[src/assert_macros.svh]
// Assertion helpers shared by the RTL; all sample on clk_i, off during reset.
`ifndef ASSERT_MACROS_SVH
`define ASSERT_MACROS_SVH

// Property must hold at every clock edge.
`define ASSERT_PROP(label, prop, msg) \
  label: assert property (@(posedge clk_i) disable iff (!rst_ni) (prop)) else $error(msg);

// Condition must never be true.
`define ASSERT_NEVER(label, cond, msg) \
  label: assert property (@(posedge clk_i) disable iff (!rst_ni) !(cond)) else $error(msg);

`endif

[src/rhh_pkg.sv]
package rhh_pkg;

  // Table geometry
  localparam int TableSize = 1024;
  localparam int MaxProbe  = 64;

  localparam int KeyW  = 32;
  localparam int ValW  = 64;
  localparam int DistW = 6;
  localparam int StatW = 3;

  localparam int IdxW = $clog2(TableSize);
  localparam int CntW = $clog2(TableSize + 1);
  localparam int KW   = $clog2(MaxProbe + 1);

  // Home slot hash multiplier
  localparam int HashMult = 33;
  // Inserts are refused once the table holds this many entries
  localparam int LoadLimit = TableSize - (TableSize + 9) / 10;
  localparam bit SizeIsPow2 = ((1 << IdxW) == TableSize);

  typedef enum logic {
    CmdInsert = 1'b0,
    CmdFind   = 1'b1
  } rhh_cmd_e;

  typedef enum logic [StatW-1:0] {
    StInserted = 3'd0,
    StFound    = 3'd1,
    StNotFound = 3'd2,
    StFull     = 3'd3,
    StOverflow = 3'd4
  } rhh_status_e;

  // One slot of the table as stored in RAM
  typedef struct packed {
    logic             occ;
    logic [DistW-1:0] probe_dist;
    logic [KeyW-1:0]  key;
    logic [ValW-1:0]  value;
  } rhh_entry_t;

  typedef struct packed {
    logic            start;
    logic [KeyW-1:0] key;
  } rhh_home_req_t;

  typedef struct packed {
    logic            done;
    logic [IdxW-1:0] idx;
  } rhh_home_rsp_t;

endpackage

[src/rhh_home.sv]
module rhh_home (
  input  logic                  clk_i,
  input  logic                  rst_ni,
  input  rhh_pkg::rhh_home_req_t req_i,
  output rhh_pkg::rhh_home_rsp_t rsp_o
);
  import rhh_pkg::*;

  localparam int StepW = $clog2(KeyW);
  localparam logic [IdxW:0] SizeW = (IdxW + 1)'(TableSize);

  logic             busy_q;
  logic [StepW-1:0] cnt_q;
  logic [KeyW-1:0]  prod_q;
  logic [IdxW-1:0]  rem_q;
  logic [IdxW:0]    rem_step;
  logic [IdxW:0]    rem_next;
  logic             last;

  // Restoring remainder, one product bit per cycle (skipped for power-of-two sizes)
  assign rem_step = {rem_q, prod_q[KeyW-1]};
  assign rem_next = (rem_step >= SizeW) ? (rem_step - SizeW) : rem_step;
  assign last     = SizeIsPow2 || (cnt_q == StepW'(KeyW - 1));

  always_ff @(posedge clk_i or negedge rst_ni) begin
    if (!rst_ni) begin
      busy_q <= 1'b0;
      cnt_q  <= '0;
    end else if (req_i.start) begin
      busy_q <= 1'b1;
      cnt_q  <= '0;
    end else if (busy_q) begin
      cnt_q <= cnt_q + 1'b1;
      if (last) begin
        busy_q <= 1'b0;
      end
    end
  end

  // Datapath: product and partial remainder
  always_ff @(posedge clk_i) begin
    if (req_i.start) begin
      prod_q <= KeyW'(req_i.key * KeyW'(HashMult));
      rem_q  <= '0;
    end else if (busy_q) begin
      prod_q <= {prod_q[KeyW-2:0], 1'b0};
      rem_q  <= rem_next[IdxW-1:0];
    end
  end

  assign rsp_o.done = busy_q && last;
  assign rsp_o.idx  = SizeIsPow2 ? prod_q[IdxW-1:0] : rem_next[IdxW-1:0];

endmodule

[config.mk]
export PLATFORM = sky130hd
export DESIGN_NAME = rhh_home
export DESIGN_NICKNAME = d
export VERILOG_FILES = /design/src/assert_macros.svh /design/src/rhh_pkg.sv /design/src/rhh_home.sv
export SDC_FILE = /design/constraint.sdc
export NUM_CORES = 1
export LEC_CHECK = 0
export ABC_AREA = 1
export BUFFER_PORTS_ARGS = -buffer_cell sky130_fd_sc_hd__buf_2
export CORE_ASPECT_RATIO = 1.1
export CORE_UTILIZATION = 35
export CTS_CLUSTER_SIZE = 30
export DETAILED_ROUTE_END_ITERATION = 10
export GPL_TIMING_DRIVEN = 0
export HOLD_SLACK_MARGIN = 0.08
export PLACE_DENSITY = 0.73
export SLEW_MARGIN = 0
export SYNTH_ARGS = -nofsm -noshare
export SYNTH_HDL_FRONTEND = slang
export SYNTH_SLANG_ARGS = --single-unit
[constraint.sdc]
create_clock -name clk_i -period 0.9 [get_ports clk_i]
set_input_delay 0.045 -clock clk_i [delete_from_list [all_inputs] [get_ports clk_i]]
set_output_delay 0.045 -clock clk_i [all_outputs]
set_load 0.01 [all_outputs]
### Word level (Yosys, flattened, before mapping)

Index checks and enable logic that the tools add are counted.
Widths: inputs -> output; s select.

| word-level totals | value |
|---|---|
| bits in registers | 11 |
| bits of input ports | 35 |
| output and inout port bits | 11 |
| word-level logic and storage cells | 7 |

| cells by class | value |
|---|---|
| multiply operators | 1 |
| multiplexer cells | 3 |
| reductions and logical operators | 1 |

Operators by type and width:

| operator | count |
|---|---|
| $mul 32x6->10 const B | 1 |
| $mux 10 | 2 |
| $reduce_bool 2->1 | 1 |
| $mux 1 | 1 |

### Longest topological paths before layout

| depth | value |
|---|---|
| depth after elaboration | 2 |
| gate-level depth with buffers | 12 |
| mapped depth without buffers | 12 |

### Worst setup path before layout

OpenSTA, ideal clock, no wires.

| path | value |
|---|---|
| path type | in2reg |
| start | input req_i[2] (netlist bit) |
| end | register prod_q[9] (data pin) |
| library setup time | 0.253 ns |
| data arrival time | 1.569 ns |
| data required time | 0.647 ns |
| slack | -0.922 ns |
| cell stages on the path | 12 |
| buffers on the path | 0 |
| path through | ha_1 > ha_1 > ha_1 > fa_1 > inv_1 > nand2_2 > nand2_2 > nand2_2 > nand2_1 > nand2_1 > nand3_1 > nand2_1 |

| on the way | value |
|---|---|
| longest elaborated chain between the ends | 2 |

RTL lines:

| item | RTL line | source |
|---|---|---|
| start, declared | rhh_home.sv:4 | `input rhh_pkg::rhh_home_req_t req_i,` |
| $mul 32x6->10 | rhh_home.sv:43 | `prod_q <= KeyW'(req_i.key * KeyW'(HashMult));` |
| $mux 10 | rhh_home.sv:42 | `if (req_i.start) begin` |
| end signal, assigned | rhh_home.sv:43 |  |
| end signal, assigned | rhh_home.sv:46 | `prod_q <= {prod_q[KeyW-2:0], 1'b0};` |
| end, declared | rhh_home.sv:14 | `logic [KeyW-1:0] prod_q;` |

No other way between the ends.
A chain may end at the register's enable or synchronous reset.

### Final worst setup path

Same ends and word-level chain as after synthesis.

==> out/summary.txt <==
====================================================================================
Startpoint type of the worst setup path                                    input pin
Buffer levels on the longest clock path                                            2
Number of enable-type register cells in the synthesized netlist                   10
Post-route DRC violation count                                                     0
Setup WS post-layout                                                         -625 ps
Share of post-route cells with drive strength above 1                          0.434
Number of library cell types mapped by synthesis                                  13
Detailed-route via count                                                         546
Post-synth top area share                                                      0.462
Worst Max-Slew Pin Slew                                                       250 ps
Required time worst endpoint                                                  920 ps
Routed vias/inst                                                                4.71
Fraction of the mapped netlist area in adder cells                             0.185
Mapped cell area                                                            651 um^2
Max Cap Viol                                                                       0
Starting density of the core                                                   0.394
Net count of the finished layout                                                 144
Overall power after layout                                                   1.37 mW
# diodes                                                                           0
Worst-skew pair later-pin latency                                             260 ps
Share of the core filled with cells                                            0.593
Antenna violations before repair                                                   0
Detailed-route wire length                                                   1350 um
Input/output buffers                                                              23
Final Critical Period                                                        1530 ps
Area fraction in and, or, nand and nor cells after synthesis                   0.235
DP Wirelength                                                                 975 um
Top area cells in the synthesized netlist                               sky130_fd_sc_hd__edfxtp_1, sky130_fd_sc_hd__nand2_1, sky130_fd_sc_hd__ha_1
Synth warnings                                                                     0
DRT Pass-1 Iters                                                                   3
Clock buffers created by TritonCTS                                                 3
Final Slew Violations                                                              0
Synthesis-to-layout area growth                                                50.6%
Syn_area_per_cell                                                          9.86 um^2
Buffer cell driving the clock tree root                                 sky130_fd_sc_hd__clkbuf_4
Global-route usage over all layers                                             0.152
CP Class                                                                      in2reg
Clock sink count                                                                  11
Share of the clock period used by the worst path                                1.69
Routed len/inst                                                              11.6 um
Fraction of synthesis flops using an asynchronous set or reset pin            0.0909
Type of the tightest min-delay check                                          in2reg
Arr. time, crit path                                                         1550 ps
Via count of the first global-routing pass                                       549
First-pass GRT wire length                                                   2200 um
Die Ht                                                                       47.2 um
Peak ir drop on the vdd network                                              1.07 mV
Maximum number of pins on one net before global-route repair                      11
Clock transition at path regs                                                  70 ps
Setup TNS                                                                   -1280 ps
Leading post-synthesis cells by instance count                          sky130_fd_sc_hd__nand2_1, sky130_fd_sc_hd__edfxtp_1, sky130_fd_sc_hd__ha_1
Setup repair after global routing missed its margin                             true
Number of ports placed on the die boundary                                        46
Peak clock frequency supported by timing                                   0.656 GHz
Failing checks                                                          negative setup slack
Number of nets in the synthesized netlist                                        110
Synth Register Bits                                                               11
Seq/Total Area, Yosys                                                          0.500
Largest family of logic cells by synthesized area                       simple AND/OR/NAND/NOR gates
Total die area                                                             2040 um^2
Clock tree from TritonCTS                                                       done
Die Width                                                                    43.1 um
Number of levels in the clock H-tree                                               1
Final weighted congestion of routability-driven global placement               0.698
Core area                                                                  1650 um^2
Cell type with the largest total area after synthesis                   sky130_fd_sc_hd__edfxtp_1
Endpoint kind of the worst setup timing path                               flip-flop
Synthesized instance count                                                        66
Parity-gate share of the synthesized area counting xor and xnor cells         0.0135
Placement row count                                                               15
Initial DRC count                                                                  3
# setup viols final                                                               13
Count of antenna-violating nets left after detailed routing                        0
Power per unit of standard cell area                                    1390 nW/um^2
Fraction of the mapped netlist area in compound gates                              0
GRT Residual Overflow                                                              0
Max-slew headroom at the worst pin                                             0.832
Pleak                                                                       0.466 nW
Number of buffers inserted by post-CTS setup repair                                0
Maximum net fanout on the critical path                                            2
Multiplexer share of the synthesized area                                          0
Top-count cell post-synth                                               sky130_fd_sc_hd__nand2_1
Setup skew after layout                                                      1.95 ps
Result of the run                                                       finished with violations
Filler Cells Inserted                                                            147
Commonest register cell after synthesis                                 sky130_fd_sc_hd__edfxtp_1
Number of endpoints with negative hold slack in the final report                   0
====================================================================================
## cell usage in the layout, fill, tap and decap left out, drive strengths merged
cell / Yosys / layout
buf: 1 / 24
clkbuf: 1 / 5
clkinv: 1 / 1
dfrtp: 1 / 1
dlygate4sd3: 0 / 5
edfxtp: 10 / 10
fa: 1 / 1
ha: 8 / 8
inv: 5 / 5
nand2: 33 / 33
nand3: 3 / 3
or2: 1 / 2
xnor2: 1 / 1
## area by class of cell
cell class                      instances  area [um^2]  area share
Multi-Input combinational cell         48          375       0.383
Inverter                                6         22.5      0.0230
Tap cell                               17         21.3      0.0217
Clock buffer                            4         26.3      0.0268
Timing Repair Buffer                   28          184       0.188
Buffer                                  2         25.0      0.0255
Sequential cell                        11          325       0.332
## logic make-up (layout without fill, tap and decap cells)
kind of cell  Yosys count  in the layout
xor+xnor                1              1
simple gates           37             38
buf+inv                 8             40
fa+ha+maj               9              9
flops                  11             11
## state kept, by name (all words and copies together), names as in the netlist
register,cells
busy_q,1
prod_q,10
## per-stage QoR
stage	worst slack, ps	cell area [um^2]	hold WS (ps)	cells
CTS	-611	970	-46.9	115
detailed placement	-944	860	-179	106
finish	-625	980	89.1	116
global placement	-912	860	-180	106
global route	-698	980	92.9	116
floorplan	-726	723	-251	66
## timing repair
action                                  CTS  global route
hold buffers                              4             1
gates cloned                              1             0
endpoints found under the setup margin   14            15
pin swaps                                 6             1
resized for setup                         7             0
hold endpoints to repair                  4             1
## report_power, final
part / internal [mW] / switching [mW] / total [mW] / leakage [nW]
Sequential: 0.630 / 0.0252 / 0.655 / 0.117
Combinational: 0.194 / 0.186 / 0.380 / 0.335
Clock: 0.171 / 0.159 / 0.330 / 0.0150
Total: 0.995 / 0.370 / 1.37 / 0.466
## critical path: stages
cell and delay, ps:
sky130_fd_sc_hd__buf_6 100, sky130_fd_sc_hd__ha_4 260, sky130_fd_sc_hd__ha_4 190, sky130_fd_sc_hd__ha_4 150, sky130_fd_sc_hd__fa_2 360, sky130_fd_sc_hd__inv_2 70
sky130_fd_sc_hd__nand2_2 60, sky130_fd_sc_hd__nand3_1 90, sky130_fd_sc_hd__nand3_1 80, sky130_fd_sc_hd__nand3_1 80, sky130_fd_sc_hd__nand2_1 50
## per-layer routing
layer  vias to the layer above  part of all wire  global-route usage
met2                        22              0.53               0.272
met5                         -                 0                   0
li1                        280                 -                   -
met3                         6             0.073              0.0769
met4                         0             0.030              0.0667
met1                       238              0.37               0.151
## path summary, 6_finish.rpt
kind	startpoint	end	slack, ps	cells past startpoint
max	req_i[2]	prod_q[9]	-630	11
min	req_i[4]	prod_q[4]	90	3
max reg2reg	busy_q	prod_q[1]	-30	1
min reg2reg	prod_q[1]	prod_q[2]	540	2
max in group asynchronous	rst_ni	busy_q	110	3
min in group asynchronous	rst_ni	busy_q	670	3
Note: power is estimated with default switching activity, not from simulation.
