`src/assert_macros.svh`:
```
// Assertion helpers shared by the RTL; all sample on clk_i, off during reset.
`ifndef ASSERT_MACROS_SVH
`define ASSERT_MACROS_SVH

// Property must hold at every clock edge.
`define ASSERT_PROP(label, prop, msg) \
  label: assert property (@(posedge clk_i) disable iff (!rst_ni) (prop)) else $error(msg);

// Condition must never be true.
`define ASSERT_NEVER(label, cond, msg) \
  label: assert property (@(posedge clk_i) disable iff (!rst_ni) !(cond)) else $error(msg);

`endif

```
`src/rhh_ram.sv`:
```
module rhh_ram #(
  parameter int Width = 8,
  parameter int Depth = 16
) (
  input  logic                     clk_i,
  input  logic                     we_i,
  input  logic [$clog2(Depth)-1:0] waddr_i,
  input  logic [Width-1:0]         wdata_i,
  input  logic [$clog2(Depth)-1:0] raddr_i,
  output logic [Width-1:0]         rdata_o
);

  logic [Width-1:0] mem_q [Depth];
  logic [Width-1:0] rdata_q;

  // One write port, one registered read port
  always_ff @(posedge clk_i) begin
    if (we_i) begin
      mem_q[waddr_i] <= wdata_i;
    end
    rdata_q <= mem_q[raddr_i];
  end

  assign rdata_o = rdata_q;

endmodule

```
`config.mk`:
```
export PLATFORM = sky130hd
export DESIGN_NAME = rhh_ram
export DESIGN_NICKNAME = d
export VERILOG_FILES = /design/src/assert_macros.svh /design/src/rhh_ram.sv
export SDC_FILE = /design/constraint.sdc
export NUM_CORES = 1
export LEC_CHECK = 0
export ABC_CLOCK_PERIOD_IN_PS = 2000
export BUFFER_PORTS_ARGS = -buffer_cell sky130_fd_sc_hd__buf_4
export CORE_MARGIN = 4
export CORE_UTILIZATION = 40
export DETAILED_ROUTE_END_ITERATION = 6
export PLACE_DENSITY = 0.62
export SLEW_MARGIN = 10
export SYNTH_ARGS = -nofsm -noshare
export SYNTH_HDL_FRONTEND = slang
export SYNTH_SLANG_ARGS = --single-unit
```
`constraint.sdc`:
```
create_clock -name clk_i -period 2 [get_ports clk_i]
set_input_delay 0 -clock clk_i [delete_from_list [all_inputs] [get_ports clk_i]]
set_output_delay 0 -clock clk_i [all_outputs]
set_load 0.05 [all_outputs]
```
== After elaboration in Yosys (flattened, before gate mapping) ==
Memories as Yosys holds them, arrays and structs flattened. A register that Yosys moved wholly into a read port is not among the register bits.
Index checks and enable logic that the tools add are counted.
Cells by class
  mux-type cells: 2
Operators by type and width (number)
  $mux W1: 2
Storage, ports and cells
  register bits after elaboration: 0
  bits in writable memories: 128
  bits of input ports: 18
  output and inout port bits: 8
  logic and storage cells: 3
  memories kept: 1
Memory list
  mem_q: words 16, bits a word 8, rd ports 1, clocked after memory_dff 1, wr ports 1, line rhh_ram.sv:13  | logic [Width-1:0] mem_q [Depth];

== Longest topological paths before layout ==
Gate-level depths: netlist (run 1).
  depth after elaboration: 2
  depth in mapped cells: 5
  mapped depth without buffers: 3

== Worst setup path before layout (run 1) ==
OpenSTA, ideal clock, no wires.
  path type: in2reg
  start: in waddr_i[2]
  end: mem mem_q[0][0], enable pin
  setup time: 0.383 ns
  arrival: 1.110 ns
  data required time: 1.617 ns
  slack: 0.507 ns
  cell stages on the path: 2
  path buffers: 0
  cell sequence: or3b_2 -> nor3_1
RTL lines
  start: declaration: line rhh_ram.sv:7  | input logic [$clog2(Depth)-1:0] waddr_i,
  end: declaration: line rhh_ram.sv:13
Straight into the memory's write port.

==> flow_summary_export.csv, run 1 <==
group,metric,value,unit
pwr,leakage,2.10,nW
routing,routedWlPerCell,20.1,um
sta,max_slew_margin,48.7,%
logic_synthesis,yosysWarningCount,0,
logic_synthesis,ys_seq_area_share,77.8,%
sta,tns,0,ps
logic_synthesis,synthTopCellsByArea,"edfxtp_1, mux4_2, mux4_1, dfxtp_1, a22oi_1",
floorplanning,placementRows,41,
sta,report.final.slew_viol_count,0,
routing,drc,0,
critical_path,end_kind,"register",
pwr,power_density,1010,nW/um2
logic_synthesis,synth_top_area_share,74.7,%
logic_synthesis,synth.distinct_cells,19,
critical_path,critPathLaunch,"mem_q[2][3]",
logic_synthesis,synth_compound_area_share,2.33,%
clock_tree,cts_max_path_buffers,2,
finish,num_antenna_cells,0,
logic_synthesis,ys_ff_latch,136,
sta,hold_viol,0,
finish,layout-drive-gt1-share,29.2,%
critical_path,r2r-start,"mem_q[2][3]",
floorplanning,core-area,12600,um2
logic_synthesis,yosys.area.top_type,"edfxtp_1",
logic_synthesis,synth.avg_cell_area,22.5,um2
logic_synthesis,yosys.area_share.simple,3.18,%
sta,setup_viol,0,
critical_path,cp.arrival,1660,ps
worst_hold_path,hold_class,"primary input to register",
critical_path,cp.depth,3,
routing,first_pass_iters,4,
critical_path,rrSetupSlack,620,ps
logic_synthesis,postSynthCellCount,229,
sta,min_period_over_period,69.2,%
outcome,status,"complete, no violations",
routing,wirelength,9520,um
logic_synthesis,synth_area,5150,um2
clock_tree,cts.sink_count,136,
critical_path,slowest_delay,490,ps
sta,whs,116,ps
clock_tree,cts_buffers,17,
floorplanning,die-area,14700,um2
logic_synthesis,synth.area.mux_share,15.0,%
critical_path,path_class,"register to register",
grt,grt_pass1_vias,2476,
pwr,ir_drop,0.593,mV
grt,antenna_found_initial,0,
finish,nets,306,
floorplanning,die_y,121,um
critical_path,reg2regPathDepth,3,
critical_path,start_kind,"register",
job,max_cap_violations,0,
logic_synthesis,synth_xor_xnor_area_share,0,%
critical_path,cp.required,2280,ps
routing,drtIter0Drc,252,
finish,syn_to_final_growth,20.5,%
clock_tree,clk_latency,400,ps
sta,tightest_slew,767,ps
sta,min_period,1380,ps
critical_path,cpLargestDelayFamily,"multiplexers",
critical_path,crit_buf_inv,0,
floorplanning,start_util,40.8,%
placement,gp_congestion,0.766,
grt,track_usage,14.0,%
routing,postRouteAntennaNets,0,
placement,io_buffers,25,
placement,hpwl,5940,um
clock_tree,clkTransAtPathRegs,50,ps
grt,gr-total-overflow,0,
sta,fmax,723,MHz
logic_synthesis,syn_nets,247,
grt,grt_start_max_net_pins,33,
floorplanning,ios,26,
sta,fin_skew,4.30,ps
clock_tree,cts_tree,"done",
finish,fill_cells,1067,
clock_tree,cts-root-buf,"clkbuf_16",
clock_tree,cts_max_level,4,
sta,rsz0062_at_grt,"no",
logic_synthesis,synthAdderAreaFrac,0,%
grt,grt_pass1_wl,14600,um
floorplanning,fp.dieW,121,um
critical_path,r2r_end,"rdata_o[3]",
critical_path,path_cells,"mux4_1, a22oi_1, nand2_1",
critical_path,critPathSlowestCell,"mux4_1",
routing,vias,2411,
logic_synthesis,synth_top_family_by_area,"multiplexers",
routing,vias_per_cell,5.10,
critical_path,critPathMaxFanout,1,
critical_path,endpoint,"rdata_o[3]",
## metal layers
| layer | track usage, % | share of wire [%] | vias up |
|---|---|---|---|
| li1 | - | - | 1089 |
| met1 | 18.1 | 44 | 1266 |
| met2 | 22.7 | 52 | 51 |
| met3 | 4.29 | 3.1 | 5 |
| met4 | 4.20 | 1.1 | 0 |
| met5 | 0 | 0 | - |
## cells in the mapped netlist
cell,count
nand2_1,9
nand2b_1,2
or3b_2,1
edfxtp_1,128
dfxtp_1,8
buf_4,1
buf_2,3
nor2b_1,1
mux4_2,18
nor3_1,4
and2_1,1
buf_6,3
and2b_1,1
nor2_1,13
nand3_1,1
a22oi_1,16
clkdlybuf4s25_2,3
mux4_1,14
nand3b_1,2
## cells in the final DEF, fill, tap and decap left out, drive strengths merged
master	synthesis	final
mux4	32	32
clkinv	0	9
nand3	1	1
nor2	13	13
dfxtp	8	8
nand2b	2	2
clkinvlp	0	2
a22oi	16	16
nor2b	1	1
nand2	9	9
nor3	4	4
edfxtp	128	128
and2	1	1
and2b	1	1
buf	7	42
clkbuf	0	21
nand3b	2	2
or3b	1	1
dlygate4sd3	0	8
## worst min path at each step
stage | cells past startpoint | endpoint | startpoint | slack (ps)
after floorplan | 0 | mem_q[0][0] | wdata_i[0] | 100
after global placement | 1 | mem_q[6][5] | wdata_i[5] | 300
after detailed placement | 1 | mem_q[4][1] | wdata_i[1] | 320
after CTS | 3 | mem_q[0][2] | waddr_i[0] | 100
after global routing | 3 | mem_q[0][7] | waddr_i[0] | 110
final | 3 | mem_q[4][2] | waddr_i[0] | 120
## area by class of cell
cell class | instances | area, um2 | area share [%]
Timing Repair Buffer | 50 | 408 | 6.58
Multi-Input combinational cell | 83 | 1060 | 17.0
Clock buffer | 21 | 460 | 7.43
Tap cell | 172 | 215 | 3.47
Sequential cell | 136 | 4000 | 64.6
Clock inverter | 11 | 56.3 | 0.908
## through the flow
step                      cells  worst slack (ps)  util [%]  total power [W]  area [um2]
after floorplan             229               507         -          0.00349        5150
after global placement      433               405      44.4          0.00363        5600
after detailed placement    433               409      44.4          0.00364        5600
after CTS                   473               607      49.1          0.00632        6200
after global routing        473               556      49.1          0.00649        6200
final                       473               617      49.1          0.00627        6200
## worst reg2reg max path: cells and delay by family, from the launching register on
family             cells  cell delay (ps)
AOI/OAI and AO/OA      1              290
muxes                  1              490
DFF                    1              370
and+or+nand+nor        1              110
## sequential cells by signal, indices dropped and copies added, names as in the netlist
name,cells
rdata_o,8
mem_q,128
## timing repair
item,in CTS,in global routing
endpoints found under the hold margin,128,0
hold buffers,8,0
gates resized for setup,0,0
buffers inserted,0,0
## report_power, final
part           leakage [nW]  switching [W]  total [W]  internal (W)
sequential             1.22      0.0000177    0.00321       0.00319
clock                 0.255        0.00106    0.00268       0.00162
combinational         0.620       0.000227   0.000382      0.000155
## cells by family after synthesis
family | after synthesis
flops | 136
simple gates | 35
mux | 32
compound gates | 16
buf+inv | 10
Note: power is estimated with default switching activity, not from simulation.
==> run 2, diff against run 1 <==
Settings changed: ABC_CLOCK_PERIOD_IN_PS 2000 to 1350.
Clock period 2 ns to 1.35 ns, I/O delays scaled along.
==> run 2 against run 1 <==
  * Clock power rose by 60%
  * Via count rose by 0.66%
  * Setup slack got worse by 580 ps
  * Fmax rose by 5.0%
  * Non-clock buffer count rose by 4
  * Global-route usage rose by 0.70 points
  * Design area rose by 2.2%
  * Sequential share of layout area fell by 1.4 points
  * Sequential power rose by 48%
==> flow_summary_export.csv, run 2 (synthesized netlist as in run 1, its figures left out) <==
group,metric,value,unit
floorplanning,placementRows,41,
grt,grt_pass1_vias,2589,
sta,fmax,759,MHz
worst_hold_path,hold_depth,3,
critical_path,r2r-start,"mem_q[9][5]",
grt,track_usage,14.7,%
pwr,ir_drop,1.08,mV
grt,grt_start_max_net_pins,21,
worst_hold_path,hold_class,"primary input to register",
sta,fin_skew,10.5,ps
pwr,pwr-share-seq,49.2,%
routing,vias,2427,
sta,min_period_over_period,97.5,%
routing,drtIter0Drc,181,
grt,grt_pass1_wl,15300,um
placement,hpwl,6190,um
clock_tree,cts_max_path_buffers,2,
pwr,switchingPower,0.00199,W
clock_tree,cts_max_level,4,
critical_path,cp.arrival,1610,ps
sta,rsz0062_at_grt,"no",
clock_tree,clk_latency,410,ps
sta,setup_viol,0,
finish,layout-drive-gt1-share,33.1,%
routing,first_pass_iters,5,
sta,min_period,1320,ps
worst_hold_path,min_from,"waddr_i[0]",
pwr,p_comb_share,6.3,%
routing,routedWlPerCell,20.2,um
critical_path,path_class,"register to register",
pwr,power_density,1520,nW/um2
critical_path,start_kind,"register",
grt,antenna_found_initial,0,
finish,num_antenna_cells,0,
critical_path,reg2regPathDepth,3,
floorplanning,start_util,40.8,%
clock_tree,cts-root-buf,"clkbuf_16",
routing,wirelength,9630,um
critical_path,critPathMaxFanout,1,
finish,mostFrequentLayoutCell,"edfxtp_1",
floorplanning,core-area,12600,um2
sta,setup_ws,33.3,ps
clock_tree,clkTransAtPathRegs,60,ps
outcome,status,"complete, no violations",
pwr,leakage,2.14,nW
finish,largest_register_ffs,128,
floorplanning,ios,26,
finish,nets,310,
pwr,total_power,0.00965,W
finish,largest_register,"mem_q",
job,max_cap_violations,0,
placement,io_buffers,25,
critical_path,critPathLaunch,"mem_q[9][5]",
placement,pre_cts_ws,-17.8,ps
clock_tree,cts_tree,"done",
clock_tree,cts_buffers,17,
pwr,p_int,0.00766,W
finish,layout_common_cells,"edfxtp_1, buf_4, mux4_2",
finish,syn_to_final_growth,23.1,%
floorplanning,fp.dieW,121,um
floorplanning,die_y,121,um
routing,drc,0,
grt,gr-total-overflow,0,
critical_path,end_kind,"register",
pwr,p_sw_share,20.6,%
critical_path,cp.required,1640,ps
sta,max_slew_margin,40.8,%
sta,hold_viol,0,
pwr,clockPowerShare,44.5,%
routing,vias_per_cell,5.09,
clock_tree,cts.sink_count,136,
sta,tightest_slew,886,ps
sta,report.final.slew_viol_count,0,
routing,postRouteAntennaNets,0,
floorplanning,die-area,14700,um2
placement,gp_congestion,0.700,
==> run 2: cell count changes in the layout (fill, tap and decap cells not counted), sizes merged <==
cell	before	now
buf	42	46
clkbuf	21	18
bufinv	0	2
clkinv	9	7
inv	0	2
clkinvlp	2	3
==> run 2: power by group through the flow <==
stage / combinational (W) / sequential [W] / clock (W)
final: 0.000607 / 0.00475 / 0.00430
after global routing: 0.000654 / 0.00476 / 0.00459
after CTS: 0.000606 / 0.00475 / 0.00438
after detailed placement: 0.000583 / 0.00484 / 0
after global placement: 0.000577 / 0.00483 / 0
after floorplan: 0.000240 / 0.00493 / 0
==> run 2: metrics by stage <==
stage | cell area (um2) | setup TNS, ps | util (%) | instances | hold WS [ps]
detailed placement | 5680 | -17.8 | 45.0 | 437 | 326
CTS | 6320 | 0 | 50.1 | 477 | 97.2
global route | 6340 | 0 | 50.2 | 477 | 105
floorplan | 5150 | 0 | - | 229 | 98.9
global placement | 5680 | -22.8 | 45.0 | 437 | 307
finish | 6340 | 0 | 50.2 | 477 | 114
==> run 2: metal layers <==
metal,GRT usage [%],part of all wire (%)
met5,0,0
met2,22.9,49
met4,6.09,1.5
met3,4.01,3.3
met1,19.5,46
==> run 2: what timing repair did <==
| item | CTS | global route |
|---|---|---|
| pin swaps | 0 | 4 |
| setup buffers | 0 | 0 |
| setup endpoints to repair | 1 | 5 |
| gates resized for setup | 1 | 7 |
| hold buffers | 8 | 0 |
| hold endpoints to repair | 128 | 0 |
==> run 2: layout make-up <==
cell class | count | area (um2)
clock buffers | 18 | 429
clock inverters | 14 | 130
fillers | 1039 | 6280
multi-input cells | 83 | 1080
flip-flops and latches | 136 | 4000
well taps | 172 | 215
repair buffers | 54 | 475
==> run 2: final timing paths <==
| path | endpoint | slack, ps |
|---|---|---|
| worst max register to register | rdata_o[5] | 30 |
| worst min-delay path | mem_q[0][6] | 110 |
| worst max-delay path | rdata_o[5] | 30 |
| worst min register to register | rdata_o[4] | 680 |
==> run 2: worst max-delay path, cell delays in order, from the launching register on <==
cell	delay (ps)
edfxtp_1	370
mux4_1	520
a22oi_1	230
nand2_1	80
==> run 3, diff against run 2 <==
Settings changed: CORE_MARGIN 4 to 2.
==> run 3 against run 2 <==
  * Design area up 1.2%
  * Utilization up 0.83 points
  * Critical path depth unchanged
  * Clock-buffer cell count down 1
  * Fmax down 0.43%
  * Combinational power about the same
  * Largest cell class unchanged
==> flow_summary_export.csv, run 3 (synthesized netlist as in run 1, its figures left out) <==
group,metric,value,unit
sta,fin_skew,11.1,ps
grt,antenna_found_initial,0,
finish,fill_cells,989,
sta,hold_viol,0,
routing,routedWlPerCell,20.5,um
clock_tree,cts-root-buf,"clkbuf_16",
sta,fmax,756,MHz
routing,drc,0,
placement,io_buffers,25,
critical_path,cp.required,1640,ps
critical_path,cp.arrival,1610,ps
sta,tns,0,ps
worst_hold_path,hold_depth,3,
finish,layout_common_cells,"edfxtp_1, buf_4, mux4_2",
job,max_cap_violations,0,
pwr,power_density,1590,nW/um2
critical_path,start_kind,"register",
finish,layout-drive-gt1-share,34.1,%
routing,postRouteAntennaNets,0,
sta,rsz0062_at_grt,"no",
critical_path,reg2regPathDepth,3,
clock_tree,cts.sink_count,136,
floorplanning,core-area,12600,um2
critical_path,end_kind,"register",
clock_tree,cts_max_level,4,
sta,report.final.slew_viol_count,0,
sta,min_period_over_period,98.0,%
placement,hpwl,6330,um
outcome,status,"complete, no violations",
sta,tightest_slew,870,ps
sta,setup_viol,0,
grt,grt_start_max_net_pins,18,
sta,max_slew_margin,41.9,%
pwr,leakage,2.19,nW
routing,vias_per_cell,5.16,
critical_path,path_class,"register to register",
finish,largest_register,"mem_q",
floorplanning,fp.dieW,117,um
floorplanning,placementRows,41,
routing,wirelength,9840,um
grt,grt_pass1_wl,15000,um
grt,grt_pass1_vias,2509,
critical_path,critPathMaxFanout,1,
pwr,ir_drop,0.976,mV
finish,syn_to_final_growth,24.7,%
routing,vias,2475,
placement,placed_area,5700,um2
routing,first_pass_iters,5,
clock_tree,clk_latency,410,ps
finish,mostFrequentLayoutCell,"edfxtp_1",
sta,min_period,1320,ps
floorplanning,ios,26,
placement,gp_congestion,0.751,
floorplanning,start_util,41.0,%
worst_hold_path,hold_class,"primary input to register",
clock_tree,cts_max_path_buffers,2,
clock_tree,cts_setup_buffers,0,
clock_tree,cts_tree,"done",
clock_tree,cts_buffers,17,
routing,drtIter0Drc,228,
floorplanning,die_y,117,um
grt,gr-total-overflow,0,
finish,nets,313,
floorplanning,die-area,13800,um2
grt,track_usage,14.8,%
finish,num_antenna_cells,0,
finish,largest_register_ffs,128,
clock_tree,clkTransAtPathRegs,60,ps
finish,final_cell_area,6420,um2
## run 3: cell count changes in the layout (fill, tap and decap cells not counted), sizes merged
cell and delta:
buf +3, bufinv +1, clkbuf -1, clkinv -7, inv +7
## run 3: where the power goes
group | switching (W) | total (W) | internal [W]
registers | 0.0000255 | 0.00474 | 0.00472
logic | 0.000354 | 0.000610 | 0.000256
clock network | 0.00188 | 0.00486 | 0.00298
## run 3: worst max-delay path: stages, from the launching register on
cell and delay [ps]:
edfxtp_1 360, mux4_1 540, a22oi_2 240, nand2_1 70
## run 3: path summary, 6_finish.rpt
| check | from | endpoint | slack, ps |
|---|---|---|---|
| max | mem_q[9][3] | rdata_o[3] | 30 |
| min reg2reg | mem_q[15][2] | rdata_o[2] | 670 |
| min | waddr_i[0] | mem_q[4][5] | 90 |
| max reg2reg | mem_q[9][3] | rdata_o[3] | 30 |
## run 3: layout make-up
type	count	area [um2]	share of cell area (%)
clock buffer	17	425	6.63
multi-input combinational	83	1070	16.7
timing repair buffer	57	498	7.76
tap	172	215	3.35
sequential	136	4000	62.4
clock inverter	15	201	3.14
## run 3: timing repair
action | in CTS | in global routing
gates resized for setup | 2 | 2
endpoints found under the setup margin | 2 | 3
pin swaps | 0 | 2
endpoints found under the hold margin | 128 | 0
hold buffers | 8 | 0
## run 3: metrics by stage
| step | instances | utilization [%] | power [W] | worst slack [ps] | hold slack [ps] |
|---|---|---|---|---|---|
| after floorplan | 229 | - | 0.00517 | 83.9 | 98.9 |
| after detailed placement | 440 | 45.3 | 0.00543 | -94.5 | 312 |
| after global placement | 440 | 45.3 | 0.00541 | -89.6 | 297 |
| after CTS | 480 | 51.1 | 0.0103 | 0.459 | 79.8 |
| after global routing | 480 | 51.1 | 0.0105 | 0.406 | 102 |
| final | 480 | 51.1 | 0.0102 | 27.5 | 93.5 |
## run 3: metal layers
metal | vias up | global-route usage [%] | share of wire (%)
met5 | - | 0 | 0
met4 | 0 | 3.84 | 0.37
li1 | 1105 | - | -
met2 | 71 | 22.9 | 49
met3 | 5 | 4.38 | 5.8
met1 | 1294 | 20.8 | 45
